==> src/hw/rtl/mmd_pkg.sv <==
// Shared constants and types for the multichannel min/max decimator.
package mmd_pkg;

   localparam int MAX_CHANNELS   = 8;
   localparam int SAMPLE_BITS    = 16;
   localparam int CHAN_BITS      = $clog2(MAX_CHANNELS);
   localparam int FRAME_BITS     = 20;
   localparam int LEN_BITS       = 16;
   localparam int COUNT_BITS     = 4;
   localparam int CSR_ADDR_BITS  = 1;
   localparam int CSR_DATA_BITS  = 16;
   localparam int REQ_TDATA_BITS = ((SAMPLE_BITS + 7) / 8) * 8;
   localparam int REQ_TUSER_BITS = CHAN_BITS;
   localparam int RSP_TDATA_BITS = ((FRAME_BITS + 2 * SAMPLE_BITS + 7) / 8) * 8;
   localparam int RSP_TUSER_BITS = CHAN_BITS;
   localparam int RSP_PAD_BITS   = RSP_TDATA_BITS - FRAME_BITS - 2 * SAMPLE_BITS;

   localparam logic [LEN_BITS-1:0]   FRAME_LENGTH_RESET  = 16'd256;
   localparam logic [COUNT_BITS-1:0] CHANNEL_COUNT_RESET = 4'd2;

   typedef enum logic [CSR_ADDR_BITS-1:0] {
      CSR_FRAME_LENGTH  = 1'b0,
      CSR_CHANNEL_COUNT = 1'b1
   } csr_addr_type;

   typedef logic signed [SAMPLE_BITS-1:0] sample_type;

   // Per-channel running state
   typedef struct packed {
      sample_type            high;
      sample_type            low;
      logic [LEN_BITS-1:0]   pos;
      logic [FRAME_BITS-1:0] frame;
   } chan_state_type;

   // One frame summary as delivered on the result channel
   typedef struct packed {
      logic [FRAME_BITS-1:0] frame_index;
      sample_type            peak_high;
      sample_type            peak_low;
      logic                  is_partial;
   } summary_type;

   localparam chan_state_type CHAN_STATE_RESET = '0;

endpackage

==> src/hw/rtl/mmd_chan_update.sv <==
// Per-channel frame update: next running state and the frame summary to emit.
module mmd_chan_update
   import mmd_pkg::*;
(
   input  sample_type            sample,
   input  logic                  flush,
   input  logic [LEN_BITS-1:0]   frame_length,
   input  chan_state_type        cur,
   output chan_state_type        nxt,
   output summary_type           summary,
   output logic                  emit
);

   logic frame_full;

   assign frame_full = (cur.pos >= frame_length);

   // Summary always reflects the frame as it stands before this item
   assign summary.frame_index = cur.frame;
   assign summary.peak_high   = cur.high;
   assign summary.peak_low    = cur.low;
   assign summary.is_partial  = flush;

   always_comb begin
      nxt  = cur;
      emit = 1'b0;
      if (flush) begin
         emit = 1'b1;
         nxt  = CHAN_STATE_RESET;
      end else if (frame_full) begin
         // close the frame and seed the next one with this sample
         emit      = 1'b1;
         nxt.frame = cur.frame + FRAME_BITS'(1);
         nxt.high  = sample;
         nxt.low   = sample;
         nxt.pos   = LEN_BITS'(1);
      end else begin
         if (sample > cur.high) begin
            nxt.high = sample;
         end else if (sample < cur.low) begin
            nxt.low = sample;
         end
         nxt.pos = cur.pos + LEN_BITS'(1);
      end
   end

endmodule

==> src/hw/rtl/multichannel_min_max_decimator.sv <==
// Multichannel min/max peak decimator top level: stream ports, state and pipeline.
//
// Reduces a channel-tagged Q1.15 sample stream to one high/low pair per
// channel for every frame_length samples. An item is taken into an input
// register; as it leaves that register, the channel's state (held in
// flip-flops, one entry per channel) is read, updated and written back while
// any frame summary is loaded into the output register. The block takes one
// item per clock cycle unless a summary is held up by the output register.
// Items that give no summary never wait on the result side; one that does
// waits only while the output register still holds an untaken summary.
// Channels at or above channel_count are ignored.
// A flush (req_tlast, end_of_stream) emits the channel's open frame as partial
// (rsp_tlast) and returns the channel to frame zero with a zero seed.
// Registers: 0 frame_length, 1 channel_count.
module multichannel_min_max_decimator
   import mmd_pkg::*;
(
   input  logic                      clock,
   input  logic                      reset,
   // request channel
   input  logic                      req_tvalid,
   output logic                      req_tready,
   input  logic [REQ_TDATA_BITS-1:0] req_tdata,  // [15:0] sample_value
   input  logic [REQ_TUSER_BITS-1:0] req_tuser,  // [2:0] channel
   input  logic                      req_tlast,  // end_of_stream
   // result channel
   output logic                      rsp_tvalid,
   input  logic                      rsp_tready,
   output logic [RSP_TDATA_BITS-1:0] rsp_tdata,  // [19:0] frame_index, [35:20] peak_high,
                                                 // [51:36] peak_low, [55:52] zero
   output logic [RSP_TUSER_BITS-1:0] rsp_tuser,  // [2:0] out_channel
   output logic                      rsp_tlast,  // is_partial
   // configuration
   input  logic                      csr_wr_en,
   input  logic [CSR_ADDR_BITS-1:0]  csr_addr,
   input  logic [CSR_DATA_BITS-1:0]  csr_wdata
);

   // configuration registers
   logic [LEN_BITS-1:0]   frame_length_ff,  frame_length_in;
   logic [COUNT_BITS-1:0] channel_count_ff, channel_count_in;

   // input register
   logic                  in_valid_ff, in_valid_in;
   sample_type            in_sample_ff;
   logic [CHAN_BITS-1:0]  in_chan_ff;
   logic                  in_flush_ff;

   // channel state
   chan_state_type        chan_state_ff [MAX_CHANNELS];

   // output register
   logic                  out_valid_ff, out_valid_in;
   summary_type           out_sum_ff;
   logic [CHAN_BITS-1:0]  out_chan_ff;

   chan_state_type        cur_state;
   chan_state_type        nxt_state;
   summary_type           summary;
   logic                  emit;
   logic                  chan_active;
   logic                  produce;
   logic                  advance;
   logic                  req_xfer;

   always_comb begin
      frame_length_in  = frame_length_ff;
      channel_count_in = channel_count_ff;
      if (csr_wr_en) begin
         unique case (csr_addr_type'(csr_addr))
            CSR_FRAME_LENGTH:  frame_length_in  = csr_wdata[LEN_BITS-1:0];
            CSR_CHANNEL_COUNT: channel_count_in = csr_wdata[COUNT_BITS-1:0];
            default: ;
         endcase
      end
   end

   always_ff @(posedge clock) begin
      if (reset) begin
         frame_length_ff  <= FRAME_LENGTH_RESET;
         channel_count_ff <= CHANNEL_COUNT_RESET;
      end else begin
         frame_length_ff  <= frame_length_in;
         channel_count_ff <= channel_count_in;
      end
   end

   assign cur_state   = chan_state_ff[in_chan_ff];
   assign chan_active = ({1'b0, in_chan_ff} < channel_count_ff);

   mmd_chan_update u_update (
      .sample       (in_sample_ff),
      .flush        (in_flush_ff),
      .frame_length (frame_length_ff),
      .cur          (cur_state),
      .nxt          (nxt_state),
      .summary      (summary),
      .emit         (emit)
   );

   assign produce = chan_active & emit;
   // the stage moves unless it holds a summary and the output register is blocked
   assign advance = in_valid_ff & (~produce | ~out_valid_ff | rsp_tready);

   assign req_tready = ~in_valid_ff | advance;
   assign req_xfer   = req_tvalid & req_tready;

   assign in_valid_in  = req_xfer | (in_valid_ff & ~advance);
   assign out_valid_in = (advance & produce) | (out_valid_ff & ~rsp_tready);

   always_ff @(posedge clock) begin
      if (reset) begin
         in_valid_ff  <= 1'b0;
         out_valid_ff <= 1'b0;
      end else begin
         in_valid_ff  <= in_valid_in;
         out_valid_ff <= out_valid_in;
      end
   end

   always_ff @(posedge clock) begin
      if (req_xfer) begin
         in_sample_ff <= sample_type'(req_tdata[SAMPLE_BITS-1:0]);
         in_chan_ff   <= req_tuser[CHAN_BITS-1:0];
         in_flush_ff  <= req_tlast;
      end
      if (advance & produce) begin
         out_sum_ff  <= summary;
         out_chan_ff <= in_chan_ff;
      end
   end

   always_ff @(posedge clock) begin
      if (reset) begin
         for (int i = 0; i < MAX_CHANNELS; i++) begin
            chan_state_ff[i] <= CHAN_STATE_RESET;
         end
      end else if (advance & chan_active) begin
         chan_state_ff[in_chan_ff] <= nxt_state;
      end
   end

   assign rsp_tvalid = out_valid_ff;
   assign rsp_tdata  = {{RSP_PAD_BITS{1'b0}}, out_sum_ff.peak_low, out_sum_ff.peak_high,
                        out_sum_ff.frame_index};
   assign rsp_tuser  = out_chan_ff;
   assign rsp_tlast  = out_sum_ff.is_partial;

`ifndef SYNTHESIS
   // input side only stalls behind a held item that is itself blocked by the output
   assert property (@(posedge clock) disable iff (reset)
      !req_tready |-> (in_valid_ff && out_valid_ff && !rsp_tready))
      else $error("input stalled without a blocked summary");

   // running high never drops below running low, so neither does a summary
   assert property (@(posedge clock) disable iff (reset)
      rsp_tvalid |-> (out_sum_ff.peak_high >= out_sum_ff.peak_low))
      else $error("summary peak_high below peak_low");

   // a flush leaves the channel at frame zero with no samples
   assert property (@(posedge clock) disable iff (reset)
      (advance && chan_active && in_flush_ff) |=>
         (chan_state_ff[$past(in_chan_ff)] == CHAN_STATE_RESET))
      else $error("channel not cleared after flush");
`endif

endmodule

==> config.mk <==
export PLATFORM = sky130hd
export DESIGN_NAME = multichannel_min_max_decimator
export DESIGN_NICKNAME = d
export VERILOG_FILES = /design/src/hw/rtl/mmd_pkg.sv /design/src/hw/rtl/mmd_chan_update.sv /design/src/hw/rtl/multichannel_min_max_decimator.sv
export SDC_FILE = /design/constraint.sdc
export NUM_CORES = 1
export LEC_CHECK = 0
export ABC_AREA = 1
export BUFFER_PORTS_ARGS = -buffer_cell sky130_fd_sc_hd__buf_2
export CELL_PAD_IN_SITES_DETAIL_PLACEMENT = 1
export CELL_PAD_IN_SITES_GLOBAL_PLACEMENT = 1
export CORE_MARGIN = 1
export CORE_UTILIZATION = 45
export DETAILED_ROUTE_END_ITERATION = 12
export GPL_TIMING_DRIVEN = 0
export PLACE_DENSITY = 0.75
export SYNTH_ARGS = -nofsm -noshare
export SYNTH_HDL_FRONTEND = slang
export SYNTH_SLANG_ARGS = --single-unit
==> constraint.sdc <==
create_clock -name clock -period 12.6 [get_ports clock]
set_input_delay 0.63 -clock clock [delete_from_list [all_inputs] [get_ports clock]]
set_output_delay 0.63 -clock clock [all_outputs]
set_load 0.1 [all_outputs]
Yosys cells after proc, flatten, opt, wreduce, memory -nomap -nowiden
Memory sizes are Yosys's and may differ from the RTL's. A register that Yosys moved wholly into a read port is not among the register bits.
Index checks and enable logic that the tools add are counted.
Widths: inputs -> output; s select.
{"block": "totals", "ramBits": 544, "n_memories": 1, "out_inout_bits": 62, "register_bits": 98, "input_bits": 42, "word_cells": 57}
{"block": "op_classes", "bitwise": 18, "n_reduce_logical": 3, "add_sub_neg": 2, "mux": 17, "n_lt_le_gt_ge": 4}
{"memory": "chan_state_ff", "words": 8, "width": 68, "read_ports": 1, "rd_clocked_by_memory_dff": 1, "write_ports": 8, "line_no": "multichannel_min_max_decimator.sv:50", "source": "chan_state_type chan_state_ff [MAX_CHANNELS];"}
{"op": "$mux 68", "count": 2}
{"op": "$reduce_or 68->1", "count": 1}
{"op": "$mux 16", "count": 3}
{"op": "$mux 48", "count": 1}
{"op": "$add 20x1->20 const B", "count": 1}
{"op": "$mux 20", "count": 1}
{"op": "$add 16x1->16 const B", "count": 1}
{"op": "$ge 16x16->1", "count": 1}
{"op": "$gt 16x16->1", "count": 1}
{"op": "$lt 16x16->1", "count": 1}
{"op": "$mux 1", "count": 8}
{"op": "$and 1x1->1", "count": 7}
{"op": "$mux 3", "count": 2}
{"op": "$not 1->1", "count": 6}
{"op": "$or 1x1->1", "count": 5}
{"op": "$lt 3x4->1", "count": 1}
{"op": "$reduce_and 2->1", "count": 2}

Longest topological paths before layout
Gate-level depths: netlist of the first run.
{"block": "depth", "depth_word": 14, "mapped_depth": 27, "depth_no_buf": 22}

Modules after synthesis
Synthesis of the first run repeated with hierarchy kept, for this count alone.
{"block": "unflattened", "hier_cells": 3040, "hier_area_um2": 30509.3}
{"module": "multichannel_min_max_decimator", "area_per_inst_um2": 27174.8, "seq_area_each_um2": 19118.3, "cells_per_inst": 2445, "instances": 1}
{"module": "mmd_chan_update", "area_per_inst_um2": 3334.4, "seq_area_each_um2": 0.0, "cells_per_inst": 595, "instances": 1}

Worst setup path after synthesis of the first run
OpenSTA, ideal clock, no wires.
{"block": "synth_path", "path_kind": "flip-flop to flip-flop", "startpoint": "register (tool-made name)", "endpoint": "memory chan_state_ff[0][0] in the netlist's numbering (enable)", "t_required_ns": 12.172, "period_less_slack_ns": 5.358, "slack_ns": 7.242, "t_arrival_ns": 4.930, "setup_time_ns": 0.428, "path_buffers": 7, "path_stages_with_launch": 24, "path_cell_list": "dfxtp_1 buf_4 buf_4 buf_4 buf_4 buf_2 nor2_1 o22ai_1 inv_1 o21ai_0 ha_1 a21oi_1 o21ai_0 nor2_1 nand3_2 nor2_1 inv_2 nand2_1 nand3_1 nor2_2 nand2_1 buf_2 buf_2 nand2_1"}
{"element": "to (decl)", "line_no": "multichannel_min_max_decimator.sv:50"}

==> impl_metrics.env, run 1 <==
export IMPL_synth_distinct_cells=46
export IMPL_synth_fa_ha_area_share_pct=2.158
export IMPL_cts_max_level=3
export IMPL_core_area_um2=64700
export IMPL_synth_top_area_cell="edfxtp_1"
export IMPL_arrival_ns=8.18
export IMPL_maxCapViolCount=0
export IMPL_cts_max_path_buffers=3
export IMPL_final_antenna_net_count=0
export IMPL_wl_mm=103.1
export IMPL_synthMuxAreaShare_pct=0
export IMPL_relSlewSlack_pct=11.54
export IMPL_drtPass1Iterations=7
export IMPL_routabilityCongestion=0.8870
export IMPL_period_needed_ns=7.872
export IMPL_critPathCaptureType="flop"
export IMPL_switching_share_pct=29.53
export IMPL_worstSetupStartpointType="flop"
export IMPL_finish_instance_area_um2=33740
export IMPL_synthArstFlopShare_pct=0
export IMPL_drive_gt1_share_pct=13.19
export IMPL_yosysSeqAreaShare_pct=64.66
export IMPL_synth_xor_area_share_pct=0.02962
export IMPL_port_buffers=99
export IMPL_synth_area_leaders="edfxtp_1 63%, nor2_1 11%, o21ai_0 4.5%"
export IMPL_yosys_warnings=0
export IMPL_viasPerCell=5.912
export IMPL_path_max_fanout=38
export IMPL_yosysTopAreaCellShare_pct=62.97
export IMPL_worst_pin_slew_ns=1.325
export IMPL_final_common_cell="nor2_1"
export IMPL_antenna_found_initial=3
export IMPL_cellInternalPower_w=0.003884
export IMPL_rsz0062_at_grt="false"
export IMPL_status="finished, final reports clean"
export IMPL_post_route_util_pct=52.14
export IMPL_power_w=0.005512
export IMPL_die_area_um2=66730
export IMPL_final_cell_mix="846 x nor2_1, 620 x edfxtp_1, 266 x o21ai_0"
export IMPL_seqPwrFrac_pct=44.8
export IMPL_drtIter0Drc=2121
export IMPL_start_util_pct=45.70
export IMPL_hold_path_class="in -> reg"
export IMPL_vias=23260
export IMPL_place_hpwl_mm=69.73
export IMPL_die_y_um=258.3
export IMPL_clock_skew_ns=0.03544
export IMPL_powerDensity_nw_per_um2=163.4
export IMPL_n_antenna_cell=0
export IMPL_path_clk_slew_ns=0.06
export IMPL_finalWorstSetupSlack_ns=4.728
export IMPL_worstSetupPathType="reg -> reg"
export IMPL_slew_violations=0
export IMPL_synth_edf_count=620
export IMPL_synthFlopType="edfxtp_1"
export IMPL_cts_setup_buffers=0
export IMPL_wl_per_cell_um=26.21
export IMPL_syn_inst=2839
export IMPL_grt_use_total_pct=30.95
export IMPL_drc=0
export IMPL_cts_sinks=645
export IMPL_cts_tree="yes"
export IMPL_insertion_delay_ns=0.64
export IMPL_power_leakage_nw=12.36
export IMPL_ctsHoldBuffers=0
export IMPL_grt_pass1_wl_mm=151.7
export IMPL_p_switching_w=0.001628
export IMPL_hold_violations=0
export IMPL_avgSynthCellArea_um2=10.41
export IMPL_root_buffer="clkbuf_16"
export IMPL_fin_crit_sh_pct=62.48
export IMPL_syn2layout_area_growth_pct=14.10
export IMPL_pre_cts_ws_ns=4.994
export IMPL_yosys_register_bits=645
export IMPL_ir_drop_uv=82.98
export IMPL_cts_made_buffers=73
export IMPL_synth_top_family_by_area="simple AND/OR/NAND/NOR gates"
export IMPL_grt_remaining_overflow=0
export IMPL_yosys_area_share_simple_pct=16.52
export IMPL_post_cts_resized=0
export IMPL_grt_max_degree=58
export IMPL_p_comb_share_pct=16.4
export IMPL_fmax_ghz=0.1270
export IMPL_grt_pass1_vias=24230
export IMPL_rows=93
export IMPL_pin_count=104
export IMPL_setup_viol=0
export IMPL_critPathRequiredTime_ns=12.90
export IMPL_nets=3117
export IMPL_place_area_um2=31420
export IMPL_synth_compound_area_share_pct=11.18
export IMPL_syn_area_um2=29570
export IMPL_clkPwrFrac_pct=38.8
export IMPL_die_w_um=258.3
export IMPL_final_setup_tns_ns=0
## worst max-delay path, stage by stage, from the launching register on
cell,delay [ns]
dfxtp_1,0.35
inv_2,0.16
buf_2,0.31
clkbuf_1,0.66
clkbuf_1,0.60
o21ai_0,0.22
o22ai_1,0.17
inv_1,0.06
o21ai_0,0.89
ha_1,0.43
a21oi_1,0.15
o21ai_0,0.11
nor2_1,0.16
nand3_2,0.37
nor2_1,0.38
inv_2,0.19
nand2_1,0.12
nand3_1,0.12
nor2_2,0.20
nand2_1,0.27
buf_2,0.33
buf_2,0.28
nand2_4,0.60
buf_12,0.34
## Yosys cell counts, drive strengths merged, types with 12 or more instances
| cell type | number |
|---|---|
| nand2 | 213 |
| inv | 176 |
| nand4 | 12 |
| edfxtp | 620 |
| o22ai | 123 |
| buf | 101 |
| clkbuf | 82 |
| dfxtp | 25 |
| nand3 | 79 |
| o21ai | 388 |
| ha | 51 |
| nor2 | 865 |
| a21oi | 62 |
## path summary, 6_finish.rpt
path / start / to / slack [ns] / depth (start not counted)
setup / recovery: flop / chan_state_ff[7][52] / 4.73 / 23
hold / removal: req_tdata[1] / in_sample_ff[1] / 0.17 / 1
setup reg to reg: flop / chan_state_ff[7][52] / 4.73 / 23
hold reg to reg: frame_length_ff[14] / frame_length_ff[14] / 0.46 / 2
## layer usage
metal	global-route usage, %	vias up	share of wire, %
met1	39.94	11760	40
met2	51.23	1058	48
met3	6.045	261	8.7
met5	0	-	0.022
met4	12.67	4	3.7
li1	-	10180	-
## per-stage QoR
step	instances	hold slack [ns]
final	3934	0.1743
after global routing	3934	0.1691
after CTS	3934	0.1580
after detailed placement	3804	0.4585
after global placement	3796	0.4540
after floorplan	2842	0.4353
## sequential cells by signal, summed over array words and instances (netlist names), named ones only
signal and count:
channel_count_ff 4, rsp_tdata 52, in_valid_ff 1, frame_length_ff 16
rsp_tlast 1, rsp_tvalid 1, chan_state_ff 544, in_sample_ff 16
in_chan_ff 3, in_flush_ff 1, rsp_tuser 3
## area by class of cell
class	instances	area, um^2
Fill cell	7139	30960
Sequential cell	645	19120
Multi-Input combinational cell	1838	8912
Clock buffer	96	1913
Tap cell	855	1070
Buffer	183	945.9
Timing Repair Buffer	107	708.2
Inverter	176	663.1
Clock inverter	34	405.4
## cells by family (layout without fill, tap and decap cells)
group	count (synthesis)	count (layout)
and+or+nand+nor	1184	1184
buffers and inverters	359	596
xor gates and xnor gates	1	1
other	1	4
adders and majority gates	51	51
DFF	645	645
AOI/OAI and AO/OA	598	598
## power by group through the flow
stage | Sequential [W] | Clock [W] | Combinational, W
6_report | 0.00247 | 0.00214 | 0.000903
5_1_grt | 0.00248 | 0.00222 | 0.000962
4_1_cts | 0.00247 | 0.00214 | 0.000889
3_5_place_dp | 0.00251 | 0 | 0.000880
3_3_place_gp | 0.00252 | 0 | 0.000836
2_1_floorplan | 0.00259 | 0 | 0.000492
Power figures use the tool's default switching activity.
==> run 2: changes to the inputs <==
ABC_AREA = 0   (was 1)
PLACE_DENSITY = 0.72   (was 0.75)
clock period = 7.75 ns   (was 12.6 ns; I/O delays follow)
==> impl_metrics.env, run 2 <==
export IMPL_place_hpwl_mm=55.46
export IMPL_worstSetupStartpointType="flop"
export IMPL_vias=18350
export IMPL_nets=2326
export IMPL_yosysSeqAreaShare_pct=65.27
export IMPL_path_max_fanout=10
export IMPL_syn_inst=2028
export IMPL_finalWorstSetupSlack_ns=0.9296
export IMPL_pre_cts_ws_ns=1.073
export IMPL_clock_skew_ns=0.02621
export IMPL_dp_cells=2995
export IMPL_synth_area_leaders="edfxtp_1 64%, mux4_2 9.2%, nor2_1 6.6%"
export IMPL_drtPass1Iterations=5
export IMPL_final_common_cell="edfxtp_1"
export IMPL_synth_commonest_cells="620 x edfxtp_1, 515 x nor2_1, 119 x mux4_2, 89 x inv_1, 70 x nand2_1"
export IMPL_synth_top_area_cell="edfxtp_1"
export IMPL_routabilityCongestion=0.8102
export IMPL_insertion_delay_ns=0.61
export IMPL_syn2layout_area_growth_pct=14.88
export IMPL_rows=93
export IMPL_cts_max_path_buffers=3
export IMPL_cts_made_buffers=70
export IMPL_final_cell_mix="620 x edfxtp_1, 514 x nor2_1, 126 x buf_2"
export IMPL_largest_reg_flops=544
export IMPL_finish_instance_area_um2=33650
export IMPL_wl_mm=85.39
export IMPL_yosys_register_bits=645
export IMPL_fillers=6264
export IMPL_period_needed_ns=6.820
export IMPL_regMostFlops="chan_state_ff"
export IMPL_cts_sinks=645
export IMPL_cpLargestDelayFamily="compound AO/OA/AOI/OAI gates"
export IMPL_drc=0
export IMPL_crit_path_frequent_cell="buf_2"
export IMPL_synthFlopType="edfxtp_1"
export IMPL_critPathCaptureType="flop"
export IMPL_syn_area_um2=29290
export IMPL_slew_violations=1
export IMPL_instances_no_fill=3141
export IMPL_arrival_ns=7.15
export IMPL_start_util_pct=45.52
export IMPL_ir_drop_uv=150.9
export IMPL_n_antenna_cell=0
export IMPL_drtIter0Drc=1509
export IMPL_cts_max_level=3
export IMPL_powerDensity_nw_per_um2=257.4
export IMPL_final_setup_tns_ns=0
export IMPL_antenna_found_initial=0
export IMPL_port_buffers=99
export IMPL_power_leakage_nw=12.27
export IMPL_viasPerCell=5.841
export IMPL_avgSynthCellArea_um2=14.44
export IMPL_grt_pass1_wl_mm=126.7
export IMPL_drive_gt1_share_pct=22.66
export IMPL_die_y_um=257.1
export IMPL_setup_viol=0
export IMPL_die_w_um=257.1
export IMPL_critPathRequiredTime_ns=8.08
export IMPL_violations="capacitance limit, slew limit"
export IMPL_grt_max_degree=48
export IMPL_synth_distinct_cells=75
export IMPL_rsz0062_at_grt="false"
export IMPL_worstSetupPathType="reg -> reg"
export IMPL_fin_crit_sh_pct=88.00
export IMPL_synthArstFlopShare_pct=0
export IMPL_synth_most_common_cell="edfxtp_1"
export IMPL_crit_chain="buf_2, buf_2, buf_2, buf_2, mux2_2, ha_1, and3_1, o2111ai_1, o21ai_0, a21oi_2, o21ai_1, clkbuf_1, nor2_1"
export IMPL_yosysTopAreaCellShare_pct=63.57
export IMPL_fmax_ghz=0.1466
export IMPL_place_area_um2=31190
export IMPL_core_area_um2=64350
export IMPL_cp_slowest_cell="o21ai_1"
export IMPL_grt_remaining_overflow=0
export IMPL_status="finished, violations left"
export IMPL_path_clk_slew_ns=0.06
export IMPL_critPathBufInv=5
export IMPL_grt_pass1_vias=19770
export IMPL_pin_count=104
export IMPL_grt_use_total_pct=26.15
export IMPL_yosys_warnings=0
export IMPL_die_area_um2=66110
export IMPL_hold_path_class="in -> reg"
export IMPL_cts_tree="yes"
export IMPL_root_buffer="clkbuf_16"
export IMPL_synth_edf_count=620
export IMPL_hold_violations=0
export IMPL_cpPeakStageDelay_ns=1.27
export IMPL_relSlewSlack_pct=-0.2548
export IMPL_maxCapViolCount=1
export IMPL_final_antenna_net_count=0
export IMPL_wl_per_cell_um=27.18
export IMPL_worst_pin_slew_ns=1.494
## run 2: cell count changes in the layout (fill, tap and decap cells not counted), sizes merged, moves of 49 or more
cell   delta
nand2   -143
o21ai   -372
mux4    +136
nor2    -293
buf      -49
inv      -91
o22ai   -123
## run 2: cells by family (layout without fill, tap and decap cells)
kind of cell    Yosys count  count (layout)  share of synthesized area [%]
flops                   645             645                          65.27
fa+ha+maj                51              51                          2.179
simple gates            755             755                          11.16
compound gates          127             127                          3.661
xor+xnor                 20              20                         0.6493
mux                     224             224                          13.90
other cells               1               4                        0.01280
buf+inv                 205             460                          3.161
## run 2: worst register-to-register path: stages (launching register included)
cell       delay (ns)
dfxtp_1          0.45
buf_2            0.40
buf_2            0.44
buf_2            0.43
buf_2            0.55
mux2_2           0.45
ha_1             0.31
and3_1           0.20
o2111ai_1        0.13
o21ai_0          0.65
a21oi_2          0.47
o21ai_1          1.28
clkbuf_1         0.69
nor2_1           0.09
## run 2: final cells by class
type / count / area, um^2 / area share [%]
inverter: 89 / 334.1 / 0.9928
buffer: 116 / 591.8 / 1.759
clock inverter: 28 / 251.5 / 0.7474
sequential: 645 / 19120 / 56.82
multi-input combinational: 1181 / 9324 / 27.71
timing repair buffer: 130 / 958.4 / 2.848
tap: 855 / 1070 / 3.179
clock buffer: 97 / 2001 / 5.946
## run 2: through the flow
| step | util [%] | power (W) | hold WS, ns |
|---|---|---|---|
| 2_1_floorplan | - | 0.004964 | 0.4244 |
| 3_5_place_dp | 48.46 | 0.005392 | 0.4518 |
| 3_3_place_gp | 47.97 | 0.005345 | 0.4360 |
| 5_1_grt | 52.29 | 0.008898 | 0.02450 |
| 6_report | 52.29 | 0.008660 | 0.02086 |
| 4_1_cts | 52.29 | 0.008700 | 0.001138 |
## run 2: metal layers
layer / vias up / track usage, % / share of wire [%]
met1: 9701 / 33.91 / 41
li1: 7927 / - / -
met4: 0 / 7.540 / 2.3
met2: 595 / 46.12 / 51
met5: - / 0 / 0
met3: 125 / 3.093 / 5.2
## run 2: final timing paths
check	start	end	slack [ns]	cells after the start
max	flop	chan_state_ff[3][56]	0.93	13
min	csr_wdata[10]	frame_length_ff[10]	0.02	3
max reg2reg	flop	chan_state_ff[3][56]	0.93	13
min reg2reg	frame_length_ff[12]	frame_length_ff[12]	0.46	2
## run 2: repair_timing
item / 4_1_cts / 5_1_grt
gates resized for setup: 0 / 0
buffers inserted: 0 / 0
endpoints found under the hold margin: 21 / 0
hold buffers: 21 / 0
## run 2: report_power, final
group	switching (W)	leakage, nW	total (W)	internal, W
combinational	0.000907	4.62	0.00132	0.000417
clock	0.00139	1.11	0.00333	0.00194
sequential	0.0000513	6.54	0.00401	0.00396
